$ cat config.mk
export PLATFORM = sky130hd
export DESIGN_NAME = tpu_queue
export DESIGN_NICKNAME = d
export VERILOG_FILES = /design/src/sv/tpu_queue.sv
export SDC_FILE = /design/constraint.sdc
export NUM_CORES = 1
export LEC_CHECK = 0
export BUFFER_PORTS_ARGS = -buffer_cell sky130_fd_sc_hd__buf_2
export CAP_MARGIN = 25
export CORE_ASPECT_RATIO = 0.6
export CORE_MARGIN = 2
export CORE_UTILIZATION = 50
export CTS_BUF_LIST = sky130_fd_sc_hd__clkbuf_8
export CTS_CLUSTER_DIAMETER = 80
export DETAILED_ROUTE_END_ITERATION = 6
export GPL_ROUTABILITY_DRIVEN = 0
export GPL_TIMING_DRIVEN = 0
export MAX_ROUTING_LAYER = met4
export PLACE_DENSITY = 0.69
export SLEW_MARGIN = 15
export SYNTH_ARGS = -nofsm -noshare
export SYNTH_HDL_FRONTEND = slang
export SYNTH_SLANG_ARGS = --single-unit
$ cat constraint.sdc
create_clock -name clk -period 4.1 [get_ports clk]
set_clock_uncertainty 0.2 [all_clocks]
set_input_delay 1.025 -clock clk [delete_from_list [all_inputs] [get_ports clk]]
set_output_delay 1.025 -clock clk [all_outputs]
set_load 0.02 [all_outputs]
$ cat src/sv/tpu_queue.sv
// Short first-in first-out queue between the front and back parts.
module tpu_queue #(
  parameter int WIDTH = 8,
  parameter int DEPTH = 4
) (
  input  logic             clk,
  input  logic             rst_n,
  input  logic             push,
  input  logic [WIDTH-1:0] push_data,
  output logic             full,
  input  logic             pop,
  output logic             head_valid,
  output logic [WIDTH-1:0] head_data
);

  localparam int AW = (DEPTH > 1) ? $clog2(DEPTH) : 1;
  localparam int CW = $clog2(DEPTH + 1);

  logic [WIDTH-1:0] mem_r [0:DEPTH-1];
  logic [AW-1:0] wr_ptr_r, wr_ptr_nxt, rd_ptr_r, rd_ptr_nxt;
  logic [CW-1:0] count_r, count_nxt;

  assign full = (count_r == CW'(DEPTH));
  assign head_valid = (count_r != '0);
  assign head_data = mem_r[rd_ptr_r];

  always_comb begin
    wr_ptr_nxt = wr_ptr_r;
    rd_ptr_nxt = rd_ptr_r;
    count_nxt = count_r;
    if (push) begin
      wr_ptr_nxt = (wr_ptr_r == AW'(DEPTH - 1)) ? '0 : wr_ptr_r + 1'b1;
    end
    if (pop) begin
      rd_ptr_nxt = (rd_ptr_r == AW'(DEPTH - 1)) ? '0 : rd_ptr_r + 1'b1;
    end
    if (push && !pop) begin
      count_nxt = count_r + 1'b1;
    end else if (pop && !push) begin
      count_nxt = count_r - 1'b1;
    end
  end

  always_ff @(posedge clk) begin
    if (!rst_n) begin
      wr_ptr_r <= '0;
      rd_ptr_r <= '0;
      count_r <= '0;
    end else begin
      wr_ptr_r <= wr_ptr_nxt;
      rd_ptr_r <= rd_ptr_nxt;
      count_r <= count_nxt;
    end
  end

  always_ff @(posedge clk) begin
    if (push) begin
      mem_r[wr_ptr_r] <= push_data;
    end
  end

endmodule

[Word level (Yosys, flattened, before mapping)]
Memories as Yosys holds them, arrays and structs flattened. A register that Yosys moved wholly into a read port is not among the register bits.
Index checks and enable logic that the tools add are counted.
Cells by class
  add/subtract/negate cells: 4
  multipliers: 0
  divide/modulo/power cells: 0
  order comparisons: 0
  equal/unequal tests: 3
  shifts and indexed selects: 0
  mux-type cells: 8
  bitwise operators: 0
  reduce and logical (&&, ||, !) cells: 6
Operators by type and width (count)
  $mux 2: 4
  $mux 3: 2
  $add 2x1->2 const B: 2
  $eq 2x2->1 const B: 2
  $add 3x1->3 const B: 1
  $eq 3x3->1 const B: 1
  $reduce_bool 3->1: 1
  $sub 3x1->3 const B: 1
  $logic_and 1x1->1: 2
  $logic_not 1->1: 2
  $mux 1: 2
  $reduce_bool 2->1: 1
Word-level totals
  register bits after elaboration: 7
  bits in latches: 0
  RAM bits: 32
  ROM bits: 0
  input bits: 12
  output and inout bits: 10
  word-level logic and storage cells: 25
  memories: 1
Memory list
  mem_r: depth 4, width 8, read ports 1, clocked after Yosys merged registers in 1, wr ports 1, line 19  | logic [WIDTH-1:0] mem_r [0:DEPTH-1];

[Logic depth before layout (Yosys ltp)]
  depth after elaboration: 4
  gate-level depth with buffers: 7
  mapped depth without buffers: 7

[Worst setup path after synthesis]
OpenSTA, ideal clock, no wires.
  kind: input to register
  start point: input pop
  end point: register count_r[2]
  setup time: 70 ps
  arrival time: 2218 ps
  data required time: 3830 ps
  slack: 1612 ps
  stages on the path: 7
  path buffers: 0
  path through: inv_1 -> ha_1 -> inv_1 -> fa_1 -> xor2_1 -> or3_1 -> a21boi_1
On the way
  word-level cells in the longest chain between the ends: 3
  elaborated cells between the ends (all ways): 5
  classes of those cells: mux: 1; reduce/logical: 4
RTL lines
  start, declared: line 11  | input logic pop,
  $logic_not 1->1: line 37  | if (push && !pop) begin
  $logic_and 1x1->1: line 37
  $mux 3 / $reduce_bool 2->1 (equally long branches)
  end signal, assigned: line 52  | count_r <= count_nxt;
  end, declared: line 21  | logic [CW-1:0] count_r, count_nxt;
Parallel ways exist; a longest one is shown, timed or not.
A chain may end at the register's enable or synchronous reset.

==> reports/results.ini <==
[clocking]
cts_num_sinks=41
post_cts_buffers=0
cts_max_level=2
ctsResizeCount=0
clk_pin_slew_ns=0.08
clk_latency_ns=0.28
cts_hold_buf=0
cts_tree=done
cts_buffers=5
cts_root_buf=clkbuf_8
clockBufferDepth=2

[critical_path]
start_kind=flop
worstPathMaxFanout=8
critPathRequiredTime_ns=2.87
cp.arrival_ns=1.46
crit_type=reg2out
crit_path_end_kind=primary output

[routing]
post_drt_wl_per_cell_microns=16.1
antenna_left=0
routed_via_density=5.11
drt_iter0_drc=22
post-route-drc-count=0
drt-total-wl_microns=2520
num_vias=802
dr.pass1.iters=4

[timing]
period_minus_slack_ns=2.69
worstMarginPinSlew_ns=0.474
setup_viol=0
fmax_ghz=0.372
finalHoldViolCount=0
setup-tns-final_ns=0
slew_headroom_pct=68.4
fin_crit_sh_pct=65.6
rsz0062_at_grt=no
slew_violations=0
whs_ns=0.290

[place]
hpwl_microns=1740
portBuffers=21
dp_cells=149

[synth]
netlist.top_cell.by_area=edfxtp_1
syn_area_per_cell_sq_um=18.8
synth.distinct_cells=20
syn_area_sq_um=1620
yosysWarnings=0
synth_top_area_share_pct=59.4
synthesis.nets=105
synth_area_leaders=edfxtp_1 (59%), dfxtp_1 (11%), mux4_2 (11%), ha_1 (4.6%), mux2i_1 (2.5%)
yosysSeqAreaShare_pct=70.6
ys_ff_latch=41
synth_cells=86

[hold_path]
min_path_type=reg2reg

[layout]
n_antenna_cell=0
area_growth_pct=17.0
drive_above_1_share_pct=33.0
nNetsFinal=133
fillers=244
stdcell_count=157

[grt]
grt_start_max_net_pins=13
grt_pass1_vias=823
grt_pass1_wl_microns=3970
antenna_found_initial=0
track_usage_pct=15.7
grt-ovfl-total=0

[floorplanning]
coreArea_sq_um=2970
chipHeight_microns=48.0
die_area_sq_um=3720
start_util_pct=54.5
ios=22
row_count=15
die_w_microns=77.4

[power]
power_density_nw_per_um2=490
p_leak_nw=0.708
peakVddDrop_v=0.000324

[run_status]
status=finished, final reports clean

[run]
max-cap-violations=0

sequential cells by signal, summed over array words and instances (netlist names), named ones only:
signal / count
wr_ptr_r: 2
count_r: 3
rd_ptr_r: 2
mem_r: 32
worst max-delay path, stage by stage (launching register included):
cell	delay, ns
dfxtp_1	0.33
buf_6	0.17
mux4_2	0.51
buf_2	0.17
synth_stat cells, drive strengths merged:
cell type  count
and2           5
o21a           1
nor2b          5
dfxtp          9
mux2i          4
xnor2          1
o21ai          1
clkbuf         1
fa             1
a21boi         1
or3            2
edfxtp        32
ha             6
xor2           1
nor2           1
mux4           8
buf            1
nor3           1
nor3b          1
inv            4
cell usage in the layout, fill, tap and decap left out:
cell / count
xor2_1: 1
inv_1: 5
xnor2_1: 1
clkbuf_8: 6
clkbuf_2: 1
edfxtp_1: 32
mux2i_1: 4
buf_6: 1
o21a_1: 1
nor3_1: 1
a21boi_1: 1
fa_1: 1
nor3b_1: 1
o21ai_0: 1
or3_1: 2
dfxtp_1: 9
buf_2: 21
and2_1: 5
mux4_2: 8
ha_1: 6
nor2_1: 1
bufinv_16: 1
nor2b_1: 5
path summary, 6_finish.rpt:
kind | startpoint | to | slack [ns] | cells after the start
setup / recovery | flop | head_data[0] | 1.41 | 3
hold / removal | count_r[2] | count_r[2] | 0.29 | 2
setup reg to reg | count_r[0] | count_r[2] | 2.44 | 4
hold reg to reg | count_r[2] | count_r[2] | 0.29 | 2
per-layer routing:
metal | share of wire [%] | global-route usage (%) | wire, microns | up-vias
met3 | 4.4 | 5.47 | 112 | 0
met2 | 48 | 26.4 | 1210 | 15
met1 | 48 | 18.7 | 1200 | 408
met5 | 0 | - | 0 | -
li1 | - | - | - | 379
met4 | 0 | 4.29 | 0 | 0
kinds of logic (layout without fill, tap and decap cells):
family / after synthesis / count (layout) / share of synthesized area [%]
and+or+nand+nor: 15 / 15 / 5.65
xor gates and xnor gates: 2 / 2 / 1.08
AOI/OAI and AO/OA: 3 / 3 / 1.24
buffers and inverters: 6 / 35 / 1.93
muxes: 12 / 12 / 13.6
DFF: 41 / 41 / 70.6
adders and majority gates: 7 / 7 / 5.88
metrics by stage:
step	area, sq um	utilization (%)	total power, mW	setup WS, ns
4_1_cts	1890	63.8	0.932	1.39
2_1_floorplan	1620	-	0.570	1.61
3_3_place_gp	1770	59.8	0.602	1.41
3_5_place_dp	1770	59.8	0.609	1.37
6_report	1890	63.8	0.926	1.41
5_1_grt	1890	63.8	0.961	1.35
final cells by class:
cell class,count,area (sq um),share of cell area [%]
repair buffers,21,105,5.56
plain buffers,2,16.3,0.860
inverters,4,15.0,0.794
clock inverters,2,33.8,1.79
flip-flops and latches,41,1140,60.4
multi-input cells,39,444,23.5
clock buffers,6,82.6,4.37
well taps,42,52.6,2.78
power breakdown:
part	internal, mW	switching [mW]	total, mW
registers	0.472	0.0122	0.485
logic	0.0505	0.0626	0.113
clock network	0.196	0.132	0.328
total	0.719	0.207	0.926
No activity file was read; power rests on OpenSTA's default activity.
