`src/sv/tpu_pkg.sv`:
```
// Shared types, codes and constant functions of the turtle pose update unit.
package tpu_pkg;

  // Command codes carried in the low bits of the input tuser.
  typedef enum logic [2:0] {
    OP_TURN    = 3'd0,
    OP_PITCH   = 3'd1,
    OP_MOVE    = 3'd2,
    OP_SET_POS = 3'd3,
    OP_SET_COL = 3'd4,
    OP_REPORT  = 3'd5
  } tpu_op_t;

  // One command as it travels through the front part and the queue.
  typedef struct packed {
    logic [31:0] value_z;
    logic [31:0] value_y;
    logic [31:0] value_x;
    logic [31:0] distance;
    logic [15:0] angle_degrees;
    logic [1:0]  column_select;
    logic [2:0]  opcode;
  } tpu_item_t;

  localparam int IN_DATA_W = 144;
  localparam int IN_USER_W = 5;
  localparam int OUT_DATA_W = 240;

  // Number of orientation columns; a column select at or above this is ignored.
  localparam logic [1:0] NUM_COLS = 2'd3;

  // Angle reduction: bias by a multiple of 360 above 2^15, then a reciprocal
  // multiply that gives the exact floor quotient for every biased value.
  localparam int ANGLE_BIAS = 33120;
  localparam int RECIP_360 = 93207;
  localparam int RECIP_SHIFT = 25;
  localparam int DEG_QUARTER = 90;
  localparam int DEG_HALF = 180;
  localparam int DEG_3QUARTER = 270;
  localparam int DEG_FULL = 360;

  // One degree in radians, Q2.30.
  localparam logic [63:0] DEG_Q30 = 64'd18740330;

  // Quarter-wave sine entry round(sin(k deg) * 2^frac) from a fixed-point
  // Taylor series; evaluated at elaboration only.
  function automatic logic [31:0] sin_rom(input int k, input int frac);
    logic [63:0] x;
    logic [63:0] x2;
    logic [63:0] term;
    logic signed [64:0] s;
    int n;
    x = 64'(k) * DEG_Q30;
    x2 = (x * x) >> 30;
    term = x;
    s = $signed({1'b0, x});
    term = ((term * x2) >> 30) / 64'd6;
    s = s - $signed({1'b0, term});
    term = ((term * x2) >> 30) / 64'd20;
    s = s + $signed({1'b0, term});
    term = ((term * x2) >> 30) / 64'd42;
    s = s - $signed({1'b0, term});
    term = ((term * x2) >> 30) / 64'd72;
    s = s + $signed({1'b0, term});
    term = ((term * x2) >> 30) / 64'd110;
    s = s - $signed({1'b0, term});
    term = ((term * x2) >> 30) / 64'd156;
    s = s + $signed({1'b0, term});
    if (s < 0) begin
      s = '0;
    end
    n = 30 - frac;
    if (n > 0) begin
      s = (s + (65'sd1 <<< (n - 1))) >>> n;
    end
    return 32'(s);
  endfunction

endpackage

```
`src/sv/tpu_front.sv`:
```
// Front part: accepts commands, reduces the angle and looks up sine and cosine.
module tpu_front #(
  parameter int ORIENT_WIDTH = 16
) (
  input  logic                             clk,
  input  logic                             rst_n,
  input  logic                             in_tvalid,
  output logic                             in_tready,
  input  tpu_pkg::tpu_item_t               in_item,
  input  logic                             q_full,
  output logic                             push,
  output tpu_pkg::tpu_item_t               push_item,
  output logic signed [ORIENT_WIDTH-1:0]   push_sin,
  output logic signed [ORIENT_WIDTH-1:0]   push_cos
);

  localparam int FRAC = ORIENT_WIDTH - 2;

  logic advance;
  logic v1_r, v2_r, v3_r;
  tpu_pkg::tpu_item_t item1_r, item2_r, item3_r;
  logic [16:0] u_nxt, u1_r;
  logic [33:0] quot_prod;
  logic [7:0] q1_r;
  logic [16:0] a_full;
  logic [8:0] a2_r;
  logic [9:0] b_sum;
  logic [8:0] b_ang;
  logic [7:0] fold_s, fold_c;
  logic signed [ORIENT_WIDTH-1:0] rom_q [0:90];
  logic signed [ORIENT_WIDTH-1:0] sin_nxt, cos_nxt, sin3_r, cos3_r;

  // Constant quarter-wave table.
  for (genvar k = 0; k <= 90; k++) begin : g_rom
    localparam logic [31:0] ROM_V = tpu_pkg::sin_rom(k, FRAC);
    assign rom_q[k] = ROM_V[ORIENT_WIDTH-1:0];
  end

  // Maps 0..359 degrees onto a table index and a sign.
  function automatic logic [7:0] fold_angle(input logic [8:0] a);
    if (a <= 9'(tpu_pkg::DEG_QUARTER)) begin
      return {1'b0, a[6:0]};
    end else if (a <= 9'(tpu_pkg::DEG_HALF)) begin
      return {1'b0, 7'(9'(tpu_pkg::DEG_HALF) - a)};
    end else if (a <= 9'(tpu_pkg::DEG_3QUARTER)) begin
      return {1'b1, 7'(a - 9'(tpu_pkg::DEG_HALF))};
    end else begin
      return {1'b1, 7'(9'(tpu_pkg::DEG_FULL) - a)};
    end
  endfunction

  assign advance = !v3_r || !q_full;
  assign in_tready = advance && rst_n;
  assign push = v3_r && !q_full;
  assign push_item = item3_r;
  assign push_sin = sin3_r;
  assign push_cos = cos3_r;

  // Stage 1: bias the angle and form the floor quotient by 360.
  assign u_nxt = 17'($signed(in_item.angle_degrees)) + 17'(tpu_pkg::ANGLE_BIAS);
  assign quot_prod = 34'(u_nxt) * 34'(tpu_pkg::RECIP_360);

  // Stage 2: remainder.
  assign a_full = u1_r - 17'(q1_r) * 17'(tpu_pkg::DEG_FULL);

  // Stage 3: table reads for sine and cosine.
  always_comb begin
    b_sum = 10'(a2_r) + 10'(tpu_pkg::DEG_QUARTER);
    if (b_sum >= 10'(tpu_pkg::DEG_FULL)) begin
      b_ang = 9'(b_sum - 10'(tpu_pkg::DEG_FULL));
    end else begin
      b_ang = b_sum[8:0];
    end
    fold_s = fold_angle(a2_r);
    fold_c = fold_angle(b_ang);
    sin_nxt = fold_s[7] ? -rom_q[fold_s[6:0]] : rom_q[fold_s[6:0]];
    cos_nxt = fold_c[7] ? -rom_q[fold_c[6:0]] : rom_q[fold_c[6:0]];
  end

  always_ff @(posedge clk) begin
    if (!rst_n) begin
      v1_r <= 1'b0;
      v2_r <= 1'b0;
      v3_r <= 1'b0;
    end else if (advance) begin
      v1_r <= in_tvalid;
      v2_r <= v1_r;
      v3_r <= v2_r;
    end
  end

  always_ff @(posedge clk) begin
    if (advance) begin
      item1_r <= in_item;
      u1_r <= u_nxt;
      q1_r <= quot_prod[32:25];
      item2_r <= item1_r;
      a2_r <= a_full[8:0];
      item3_r <= item2_r;
      sin3_r <= sin_nxt;
      cos3_r <= cos_nxt;
    end
  end

endmodule

```
`config.mk`:
```
export PLATFORM = sky130hd
export DESIGN_NAME = tpu_front
export DESIGN_NICKNAME = d
export VERILOG_FILES = /design/src/sv/tpu_pkg.sv /design/src/sv/tpu_front.sv
export SDC_FILE = /design/constraint.sdc
export NUM_CORES = 1
export LEC_CHECK = 0
export BUFFER_PORTS_ARGS = -buffer_cell sky130_fd_sc_hd__buf_2
export CORE_MARGIN = 2
export CORE_UTILIZATION = 53
export CTS_CLUSTER_SIZE = 40
export DETAILED_ROUTE_END_ITERATION = 6
export PLACE_DENSITY_LB_ADDON = 0.05
export SKIP_CTS_REPAIR_TIMING = 1
export SKIP_LAST_GASP = 1
export SLEW_MARGIN = 5
export SYNTH_ARGS = -nofsm -noshare
export SYNTH_HDL_FRONTEND = slang
export SYNTH_SLANG_ARGS = --single-unit
```
`constraint.sdc`:
```
create_clock -name clk -period 13.39 [get_ports clk]
set_input_delay 1.339 -clock clk [delete_from_list [all_inputs] [get_ports clk]]
set_output_delay 1.339 -clock clk [all_outputs]
set_load 0.005 [all_outputs]
```
=== After elaboration in Yosys (flattened, before gate mapping) ===
Memory sizes are Yosys's and may differ from the RTL's.
Index checks and enable logic that the tools add are counted.

* Flip-flop bits (word level): 508
* Memories: 2
* Latch bits: 0
* Logic and storage cells: 74
* RAM bits: 0
* Output and inout bits: 183
* ROM bits: 4096

* Reductions and logical operators: 5
* Multiplexer cells: 13
* Shift operators: 0
* Equal/unequal tests: 0
* Multiply operators: 2
* Bitwise gates (word level): 2
* Add/sub/neg operators: 12
* Order comparisons: 9
* Div/mod/pow operators: 0

{| class="wikitable"
|+ Memory list
! memory !! words !! bits a word !! rd ports !! clocked after Yosys merged registers in !! write ports !! RTL line !! text
|-
| (name not given) || 128 || 16 || 1 || 0 || 0 || tpu_front.sv:77 || <nowiki>cos_nxt = fold_c[7] ? -rom_q[fold_c[6:0]] : rom_q[fold_c[6:0]];</nowiki>
|-
| (name not given) || 128 || 16 || 1 || 0 || 0 || tpu_front.sv:76 || <nowiki>sin_nxt = fold_s[7] ? -rom_q[fold_s[6:0]] : rom_q[fold_s[6:0]];</nowiki>
|}

{| class="wikitable"
|+ Operators by type and width
! operator !! count
|-
| $mux W16 || 6
|-
| $mul A17 B17 Y33 const B || 1
|-
| $mux W8 || 4
|-
| $neg A16 Y16 || 2
|-
| $le A9 B7 Y1 const B || 2
|-
| $le A9 B8 Y1 const B || 2
|-
| $le A9 B9 Y1 const B || 2
|-
| $add A16 B17 Y17 const B || 1
|-
| $ge A8 B8 Y1 const B || 2
|-
| $not A7 Y8 || 2
|-
| $mux W7 || 2
|-
| $sub A6 B7 Y7 const A || 2
|-
| $sub A7 B6 Y7 const B || 2
|-
| $sub A7 B7 Y7 const A || 2
|-
| $add A9 B7 Y10 const B || 1
|-
| $ge A10 B9 Y1 const B || 1
|-
| $mux W9 || 1
|-
| $sub A9 B9 Y9 || 1
|-
| $sub A9 B9 Y9 const B || 1
|-
| $mul A8 B6 Y6 const B || 1
|-
| $logic_and A1 B1 Y1 || 2
|-
| $logic_not A1 Y1 || 2
|-
| $logic_or A1 B1 Y1 || 1
|}

=== Depth between registers and ports, before layout ===
Gate-level depths: netlist (run 1).

* Word-level depth: 13
* Mapped depth: 33

=== Worst setup path before layout (run 1) ===
No wires, ideal clock.

* Path type: in2out
* Start point: in q_full
* End point: out in_tready
* Setup slack: -0.545 ns
* Buffers on the path: 0
* Cell stages on the path: 2
* Data arrival time: 12.596 ns
* Path through: nand2_1 > and2_1

* Cells in the longest elaborated chain, start to end: 3

{| class="wikitable"
|+ Ends and longest elaborated chain
! element !! RTL line !! text
|-
| start: declaration || tpu_front.sv:10 || <nowiki>input logic q_full,</nowiki>
|-
| $logic_not A1 Y1 || tpu_front.sv:52 || <nowiki>assign advance = !v3_r || !q_full;</nowiki>
|-
| $logic_or A1 B1 Y1 || tpu_front.sv:52 ||
|-
| $logic_and A1 B1 Y1 || tpu_front.sv:53 || <nowiki>assign in_tready = advance && rst_n;</nowiki>
|-
| end: declaration || tpu_front.sv:8 || <nowiki>output logic in_tready,</nowiki>
|}

No other way between the ends.

==> results of run 1 <==
[logic make-up (layout without fill, tap and decap cells)]
| logic type | count (synthesis) | count (layout) | share of synthesized area [%] |
|---|---|---|---|
| AO/OA/AOI/OAI | 459 | 459 | 12.3 |
| buffers and inverters | 258 | 627 | 4.19 |
| other | 0 | 1 | 0 |
| XOR/XNOR | 78 | 78 | 2.66 |
| AND/OR/NAND/NOR | 379 | 379 | 7.29 |
| adder cells (fa/ha/maj) | 250 | 250 | 14.6 |
| flip-flops | 498 | 498 | 57.4 |
| multiplexers | 25 | 25 | 1.51 |
[cells in the mapped netlist (14+ instances only)]
master / count
edfxtp_1: 495
inv_1: 164
ha_1: 160
nand2_1: 116
a21oi_1: 103
nor2_1: 103
o21ai_0: 98
fa_1: 90
xnor2_1: 54
clkbuf_1: 43
nand3_1: 34
a211oi_1: 33
nor3_1: 32
buf_2: 26
xor2_1: 23
a21o_1: 19
o211ai_1: 17
a31oi_1: 16
o21a_1: 14
[area by class of cell]
cell class | count | area [um^2]
antenna | 1 | 2.50
timing repair buffer | 360 | 1860
clock inverter | 34 | 405
clock buffer | 64 | 1380
inverter | 169 | 637
multi-input combinational | 1191 | 10000
sequential | 498 | 14900
fill | 3830 | 18700
tap | 622 | 778
[worst max-delay path, stage by stage (launching register included)]
cell and delay, ns:
edfxtp_1 0.75, ha_1 0.71, xor2_1 0.78, ha_1 0.52, o21ai_0 0.15, a22o_1 0.25
a311oi_1 0.46, a2111o_1 0.27, and2_1 0.20, a22o_1 0.69, a32oi_1 0.25, xnor2_1 0.63
nand3_1 0.64, a2111oi_0 0.70, nor4_2 0.18, inv_1 0.10, ha_1 0.21, nand2_1 0.08
nor2_2 0.17, a31oi_1 0.16, xor2_1 0.21
[metrics by stage]
| step | util [%] | instance area (um^2) | cells |
|---|---|---|---|
| 2_1_floorplan | - | 26000 | 1947 |
| 3_3_place_gp | 58.0 | 28200 | 2840 |
| 3_5_place_dp | 58.0 | 28200 | 2840 |
| 4_1_cts | 61.7 | 30000 | 2938 |
| 5_1_grt | 61.7 | 30000 | 2938 |
| 6_report | 61.7 | 30000 | 2939 |
[registers in the layout, indices dropped and copies added (netlist names)]
| name | flops |
|---|---|
| item1_r | 149 |
| item2_r | 149 |
| push_item | 149 |
| push_cos | 16 |
| push_sin | 16 |
| a2_r | 6 |
| q1_r | 6 |
| u1_r | 4 |
| v1_r | 1 |
| v2_r | 1 |
| v3_r | 1 |
[layer usage]
metal  GRT usage, %  wire length [um]  vias up  part of all wire (%)
li1               -                 -     7910                     -
met1           33.3             26200     8457                    41
met2           41.2             31300      786                    49
met3           4.65              4780      130                   7.4
met4           7.43              1750        4                   2.7
met5              0                27        -                 0.042
[final timing paths]
check,endpoint
min reg2reg,item2_r[70]
max reg2reg,push_cos[12]
max,push_cos[12]
min,item2_r[70]
==> metrics.md, run 1 <==
| Metric | Value |
|---|---|
| DR DRC count | `0` |
| Mapped Cells | `slightly below 2000` |
| Crit path kind | `register to register` |
| Synthesized area | `26000 um^2` |
| RSZ-0062 raised after global routing | `false` |
| Arrival time worst endpoint | `~8.7 ns` |
| Final #Nets | `~2700` |
| CTS max path bufs | `3` |
| Io pins | `approximately 340` |
| Flop2flop setup slack | `~5 ns` |
| Place WS | `5.18 ns` |
| Worst-Margin Slew | `approximately 1.2 ns` |
| Root Buffer | `clkbuf_16` |
| Max-Cap Viols | `0` |
| Status | `completed` |
| Final hold violations | `0` |
| All-Layer GR Usage | `24.8%` |
| DRT iter0 DRCs | `a little under 2000` |
| Synth top area share | `between 50% and 60%` |
| Commonest non-fill, non-tap cells in the layout | `edfxtp_1, buf_2, inv_1, ha_1, nand2_1` |
| Slew Limit Fails | `0` |
| Commonest non-fill, non-tap cell in the layout | `edfxtp_1` |
| IO buf count | `~340` |
| CTS tree | `built` |
| Routed Antenna Nets | `0` |
| Vias in the first global route | `roughly 17000` |
| Worst flop-to-flop path startpoint | `item2_r[6]` |
| #FFs+latches synth | `498` |
| Routed WL | `64.1 mm` |
| Clk Latency, worst-skew pair | `roughly 0.6 ns` |
| P&R area growth vs syn | `15.4%` |
| FF-to-FF path depth | `20` |
| Critical path origin | `item2_r[6]` |
| Share of cells above drive strength 1 | `~22%` |
| Die Span Y | `roughly 230 um` |
| Area leader, netlist | `edfxtp_1` |
| Rows | `around 80` |
| Core ar. | `48600 um^2` |
| Post-synth top flop | `edfxtp_1` |
| Total number of yosys warnings | `0` |
| Vias post-DR | `between 15000 and 20000` |
| Fin Clk Skew | `around 0.015 ns` |
| DP Wirelength | `approximately 46 mm` |
| CTS Sinks | `approximately 500` |
| First-pass GRT wire length | `around 97 mm` |
| WHS Path Cells | `0` |
| Sequential area share after synthesis | `between 50% and 60%` |
| Syn_area_per_cell | `13.3 um^2` |
| FFs w/ async S/R, synth | `0%` |
| Fin crit share | `between 60 and 70%` |
| Routed len/inst | `roughly 22 um` |
| FMAX | `about 120 MHz` |
| CP Max Fanout | `19` |
| Setup_tns | `0 ns` |
| WHS | `approximately 0.4 ns` |
| Post-Syn Nets | `between 2000 and 2500` |
| Period minus WS final | `around 8.4 ns` |
| Vias per inst | `~6` |
| Worst min path class | `register to register` |
| Grt ovf | `0` |
| Relative slew margins | `20.9%` |
| Largest net degree at the start of global routing | `120` |
| EDFF count, synth | `just under 500` |
| Initial antenna violation count | `2` |
| Pre-antenna DRT Iters | `6` |
| Final WS setup | `between 4 and 5 ns` |
| Critical path endpoint category | `register` |
| CTS buffer count | `52` |
| Initial Utilization | `around 53%` |
| Htree depth | `2` |
| Hold_sp | `item1_r[70]` |
| Synth cell types | `around 100` |
| Placer Congestion | `between 0.9 and 1` |
| Final setup fails | `0` |
| Required time of the critical path | `13.73 ns` |
| Most area-consuming cells after synthesis | `edfxtp_1, ha_1, fa_1, inv_1, a21oi_1` |
| Critical Path Source Type | `register` |
| Clock-pin slew on the worst setup and hold paths | `~0.06 ns` |
| Die Wd | `225 um` |
| Die area | `around 50000 um^2` |
Power of run 1 is left out: the tool's default activity adds up to more than one toggle a clock period on the data nets, which glitch-free logic cannot reach.
==> run 2, diff against run 1 <==
Settings changed: ABC_AREA from default to 1.
Clock period 13.39 ns to 7.6 ns, I/O delays scaled along.
==> run 2 against run 1 <==
Worst hold slack worse by 0.078 ns. Area after synthesis is 2.3% lower. Sequential cell count stayed put. Count of clock-buffer cells in the layout is 3 lower. Non-clock buffer count is 6 lower. Register-to-register slack worse by 3.1 ns. Global-route usage is 0.91 points lower. Largest cell class unchanged. Critical path type is now input port to register. Synthesized cell count is 9.6% higher. Highest routed layer is now met4.
==> metrics.md, run 2 <==
| Metric | Value |
|---|---|
| Status | `completed` |
| Synthesized area | `25400 um^2 (-2.3%)` |
| Initial Utilization | `53.4% (about the same)` |
| Clk Latency, worst-skew pair | `0.61 ns (about the same)` |
| Synth top area share | `58.5% (+1.3 points)` |
| R2r endpoint | `push_cos[8]` |
| Arrival time worst endpoint | `6.60 ns (-2.14 ns)` |
| Final hold violations | `0 (unchanged)` |
| DR DRC count | `0 (unchanged)` |
| Mapped Cells | `2134 (+9.6%)` |
| Routed WL | `59.8 mm (-6.8%)` |
| Pre-antenna DRT Iters | `6 (unchanged)` |
| Die area | `49700 um^2 (-2.2%)` |
| Htree depth | `2 (unchanged)` |
| Root Buffer | `clkbuf_16` |
| Hold_sp | `in_item[124]` |
| Commonest non-fill, non-tap cells in the layout | `edfxtp_1, nand2_1, buf_2, inv_1, ha_1` |
| Fin Clk Skew | `0.0287 ns (+0.0136 ns)` |
| Synth cell types | `55 (-46%)` |
| Place WS | `0.749 ns (-4.43 ns)` |
| Fin area | `29300 um^2 (-2.4%)` |
| Rows | `80 (-1.2%)` |
| Vias in the first global route | `16400 (-0.76%)` |
| Final WS setup | `1.32 ns (-3.67 ns)` |
| Syn_area_per_cell | `11.9 um^2 (-11%)` |
| FMAX | `roughly 160 MHz` |
| Clock-pin slew on the worst setup and hold paths | `0.07 ns (about the same)` |
| All-Layer GR Usage | `23.9% (-0.91 points)` |
| Final #Nets | `2894 (+8.2%)` |
| CP Max Fanout | `6 (-13)` |
| Grt ovf | `0 (unchanged)` |
| Flop2flop setup slack | `1.86 ns (-3.13 ns)` |
| Die Span Y | `223 um (-1.1%)` |
| Max-Cap Viols | `0 (unchanged)` |
| Critical Path Source Type | `input port` |
| FF-to-FF path depth | `38 (+90%)` |
| Relative slew margins | `27.9% (+7.0 points)` |
| Top-count cell post-synth | `edfxtp_1` |
| Crit path kind | `input port to register` |
| Vias post-DR | `16900 (-2.4%)` |
| RSZ-0062 raised after global routing | `false` |
| CTS buffer count | `50 (-3.8%)` |
| Fin crit share | `about 83%` |
| P&R area growth vs syn | `15.3% (about the same)` |
| Initial antenna violation count | `6 (+4)` |
| Worst-Margin Slew | `1.08 ns (-0.105 ns)` |
| FFs w/ async S/R, synth | `0% (unchanged)` |
| Slew Limit Fails | `0 (unchanged)` |
| Vias per inst | `5.36 (-8.9%)` |
| Placer Congestion | `0.981 (+8.4%)` |
| IO buf count | `335 (unchanged)` |
| DRT iter0 DRCs | `1312 (-34%)` |
| Worst flop-to-flop path startpoint | `a2_r[3]` |
| Final setup fails | `0 (unchanged)` |
| Io pins | `336 (unchanged)` |
| Worst min path class | `input port to register` |
| Top cells by count, synth | `edfxtp_1, nand2_1, inv_1` |
| Die Wd | `223 um (-1.1%)` |
| Share of cells above drive strength 1 | `19.2% (-3.0 points)` |
| DP Wirelength | `44.7 mm (-3.3%)` |
| Post-Syn Nets | `2537 (+8.0%)` |
| Period minus WS final | `around 6.3 ns` |
| First-pass GRT wire length | `91.8 mm (-5.0%)` |
| Total number of yosys warnings | `0 (unchanged)` |
| Critical path endpoint category | `register` |
| Routed len/inst | `19.0 um (-13%)` |
| Required time of the critical path | `7.92 ns (-5.81 ns)` |
| Setup_tns | `0 ns (unchanged)` |
| EDFF count, synth | `495 (unchanged)` |
| #FFs+latches synth | `498 (unchanged)` |
| Commonest non-fill, non-tap cell in the layout | `edfxtp_1` |
| Area leader, netlist | `edfxtp_1` |
| CTS max path bufs | `3 (unchanged)` |
| Dpl cell area | `27700 um^2 (-1.8%)` |
| Post-synth top flop | `edfxtp_1` |
| CTS Sinks | `498 (unchanged)` |
| Core ar. | `47500 um^2 (-2.3%)` |
| CTS tree | `built` |
| Largest net degree at the start of global routing | `148 (+23%)` |
| Sequential area share after synthesis | `58.8% (+1.3 points)` |
| Hold EP | `item1_r[124]` |
| Final core occ | `61.6% (about the same)` |
| Most area-consuming cells after synthesis | `edfxtp_1, ha_1, fa_1, nand2_1, inv_1` |
| Routed Antenna Nets | `0 (unchanged)` |
| WHS Path Cells | `1 (+1)` |
## run 2: cell types whose count changed in the layout (fill, tap and decap cells not counted), moves of 23 or more
cell      delta
a21oi_1     -25
nand2_1    +291
nor3_1      -24
a211oi_1    -30
nand3_1    +107
xnor2_1     -32
inv_1      +102
xor2_1      +23
## run 2: cells by family after synthesis
| group | after synthesis | synth area share [%] |
|---|---|---|
| AO/OA/AOI/OAI | 243 | 5.55 |
| XOR/XNOR | 67 | 2.34 |
| adder cells (fa/ha/maj) | 250 | 15.0 |
| buffers and inverters | 328 | 5.37 |
| flip-flops | 498 | 58.8 |
| AND/OR/NAND/NOR | 748 | 13.0 |
## run 2: metrics by stage
| stage | hold WS, ns | cells |
|---|---|---|
| floorplan | 0.400 | 2134 |
| global placement | 0.400 | 3054 |
| detailed placement | 0.405 | 3054 |
| CTS | 0.290 | 3143 |
| global route | 0.298 | 3148 |
| finish | 0.325 | 3148 |
## run 2: final cells by class
type                            instances  area [um^2]
Tap cell                              615          769
Inverter                              279         1050
Sequential cell                       498        14900
Fill cell                            3824        18300
Clock inverter                         28          280
Antenna cell                            5         12.5
Clock buffer                           61         1290
Multi-Input combinational cell       1308         9130
Timing Repair Buffer                  354         1830
## run 2: how the worst max path moves through the flow
stage / start / end / slack [ns] / cells after the start
final: in_item[10] / q1_r[5] / 1.32 / 22
after global routing: in_item[10] / q1_r[5] / 0.79 / 26
after CTS: in_item[10] / q1_r[5] / 1.36 / 22
after detailed placement: in_item[10] / q1_r[5] / 0.75 / 22
after global placement: in_item[10] / q1_r[5] / 0.80 / 22
after floorplan: in_item[10] / q1_r[5] / 1.36 / 21
## run 2: per-layer routing
metal / share of wire, % / global-route usage, % / up-vias
li1: - / - / 8047
met1: 43 / 33.5 / 8079
met2: 47 / 38.8 / 622
met3: 6.2 / 3.61 / 126
met4: 3.0 / 7.62 / 0
met5: 0 / 0 / -
## run 2: worst max-delay path, cell delays in order
cell	delay, ns
buf_2	0.13
inv_1	0.12
ha_1	0.24
xnor2_1	0.59
ha_1	0.43
fa_1	0.55
inv_1	0.05
fa_1	0.50
fa_1	0.54
inv_1	0.05
fa_1	0.50
fa_1	0.50
ha_1	0.37
nand2_1	0.14
inv_1	0.05
a221oi_1	0.31
o21ai_0	0.13
a21oi_1	0.12
nor3_1	0.06
nor2_1	0.18
o31ai_1	0.11
xor2_1	0.15
Power of run 2 is left out for the same reason.
==> run 3, diff against run 2 <==
Settings changed: ABC_AREA 1 to 0.
Clock period 7.6 ns to 5.6 ns, I/O delays scaled along.
==> run 3 against run 2 <==
The flow now finishes with violations (negative setup slack). Cell count up 4.4%. Register-to-register slack worse by 1.9 ns. Sequential share of layout area down 6.7 points. Core utilization up 7.7 points. Worst hold slack worse by 0.19 ns. Final area up 15%. Sequential cell count unchanged. Setup slack worse by 1.4 ns. First-iteration DRC count down 5.0%. Largest cell class unchanged. Highest routed layer is now met5.
==> metrics.md, run 3 (synthesized netlist as in run 1, its figures left out) <==
| Metric | Value |
|---|---|
| Status | `finished with violations` |
| Failing checks | `negative setup slack` |
| CTS tree | `built` |
| Met3 Use GR | `5.01% (+1.4 points)` |
| Worst min path class | `input port to register` |
| Pre-antenna DRT Iters | `6 (unchanged)` |
| Required time of the critical path | `5.93 ns (-1.99 ns)` |
| Rows | `81 (+1.3%)` |
| Final #Nets | `3026 (+4.6%)` |
| Max-Cap Viols | `0 (unchanged)` |
| Vias post-DR | `18300 (+8.6%)` |
| Die Wd | `225 um (+1.1%)` |
| Final setup fails | `5 (+5)` |
| Placer Congestion | `0.946 (-3.5%)` |
| Share of cells above drive strength 1 | `37.1% (+18 points)` |
| Final hold violations | `0 (unchanged)` |
| Routed Antenna Nets | `0 (unchanged)` |
| Clk Latency, worst-skew pair | `0.59 ns (-0.02 ns)` |
| CTS Sinks | `498 (unchanged)` |
| Core ar. | `48600 um^2 (+2.3%)` |
| Critical path endpoint category | `register` |
| Number of fillers in the final layout | `3443 (-10%)` |
| Initial Utilization | `53.4% (about the same)` |
| RSZ-0062 raised after global routing | `true` |
| Arrival time worst endpoint | `5.99 ns (-0.61 ns)` |
| CTS buffer count | `49 (-2.0%)` |
| Final core occ | `69.3% (+7.7 points)` |
| CP Max Fanout | `6 (unchanged)` |
| P&R area growth vs syn | `29.8%` |
| Die Span Y | `225 um (+1.1%)` |
| Placed cells | `3158 (+3.4%)` |
| DR DRC count | `0 (unchanged)` |
| Largest net degree at the start of global routing | `193 (+30%)` |
| Crit path kind | `register to register` |
| Commonest non-fill, non-tap cells in the layout | `edfxtp_1, buf_4, buf_2, inv_1, ha_1` |
| Fin Clk Skew | `0.0103 ns (-0.0184 ns)` |
| Final WS setup | `-0.0597 ns (-1.38 ns)` |
| IO buf count | `335 (unchanged)` |
| Vias in the first global route | `18000 (+10%)` |
| Root Buffer | `clkbuf_16` |
| Commonest non-fill, non-tap cell in the layout | `edfxtp_1` |
| Critical Path Source Type | `register` |
| Non-filler instance count after layout | `3287 (+4.4%)` |
| Routed len/inst | `20.5 um (+8.0%)` |
| Worst-Margin Slew | `1.04 ns (-0.0467 ns)` |
| Fin crit share | `101%` |
| CTS max path bufs | `3 (unchanged)` |
| Met2 usage | `42.9% (+4.1 points)` |
| DRT iter0 DRCs | `1247 (-5.0%)` |
| M1 GR Usage | `34.4% (+0.93 points)` |
| Initial antenna violation count | `6 (unchanged)` |
| First-pass GRT wire length | `101 mm (+10%)` |
| DP Wirelength | `50.5 mm (+13%)` |
| GR peak layer | `met2` |
| Die area | `50800 um^2 (+2.3%)` |
| Clock-pin slew on the worst setup and hold paths | `0.06 ns (about the same)` |
| Grt ovf | `0 (unchanged)` |
| Routed WL | `67.4 mm (+13%)` |
| Io pins | `336 (unchanged)` |
| Slew Limit Fails | `0 (unchanged)` |
| Vias per inst | `5.58 (+4.0%)` |
| All-Layer GR Usage | `26.0% (+2.1 points)` |
| Htree depth | `2 (unchanged)` |
| FMAX | `around 180 MHz` |
| Period minus WS final | `5.66 ns` |
| Relative slew margins | `31.0% (+3.1 points)` |
==> run 3: changes by cell type in the layout (fill, tap and decap cells not counted), moves of 15 or more <==
cell,before,now
a211oi_1,3,24
nand3_1,141,31
ha_4,0,15
inv_1,266,161
nor2_1,120,96
xor2_1,45,19
buf_12,1,16
ha_1,160,140
buf_4,18,349
xnor2_1,21,45
a21oi_2,0,18
a21o_1,2,19
nand2_1,406,109
nor3_1,8,23
==> run 3: path summary, 6_finish.rpt <==
check	from	endpoint	slack (ns)	cells after the start
max reg2reg	item2_r[7]	push_cos[14]	-0.06	22
min	in_item[136]	item1_r[136]	0.14	1
min reg2reg	item2_r[148]	push_item[148]	0.41	0
max	item2_r[7]	push_cos[14]	-0.06	22
==> run 3: area by class of cell <==
class	count	area (um^2)	area share, %
Sequential cell	498	14900	44.2
Multi-Input combinational cell	1191	11000	32.6
Timing Repair Buffer	714	4780	14.2
Clock buffer	62	1270	3.78
Tap cell	622	778	2.31
Inverter	169	654	1.94
Clock inverter	27	307	0.909
Antenna cell	4	10.0	0.0297
==> run 3: routing by layer <==
metal	vias up	wire [um]
li1	8620	-
met1	8905	27600
met2	653	33000
met5	-	41
met4	6	2490
met3	145	4310
==> run 3: stage by stage <==
step	area [um^2]	hold slack (ns)	setup TNS, ns	worst slack [ns]
floorplan	26400	0.400	-0.0208	-0.0208
global placement	31100	0.400	-0.994	-0.187
detailed placement	31100	0.405	-2.31	-0.330
CTS	32700	0.109	-1.37	-0.213
global route	33700	0.111	-1.82	-0.224
finish	33700	0.139	-0.172	-0.0597
==> run 3: critical path, cell delays in order (launching register included) <==
cell and delay [ns]:
edfxtp_1 0.49, ha_4 0.23, buf_12 0.13, or3_4 0.34, o41ai_2 0.32, a22o_1 0.22
a311oi_4 0.07, a2111o_1 0.43, and2_4 0.19, a22o_4 0.24, buf_12 0.14, a221o_1 0.36
or2_4 0.29, buf_6 0.14, buf_4 0.16, ha_4 0.29, inv_1 0.06, mux4_2 0.50
o221ai_4 0.24, nor4_4 0.09, buf_4 0.16, a31oi_4 0.21, a221oi_2 0.08
Power of run 3 is left out for the same reason.
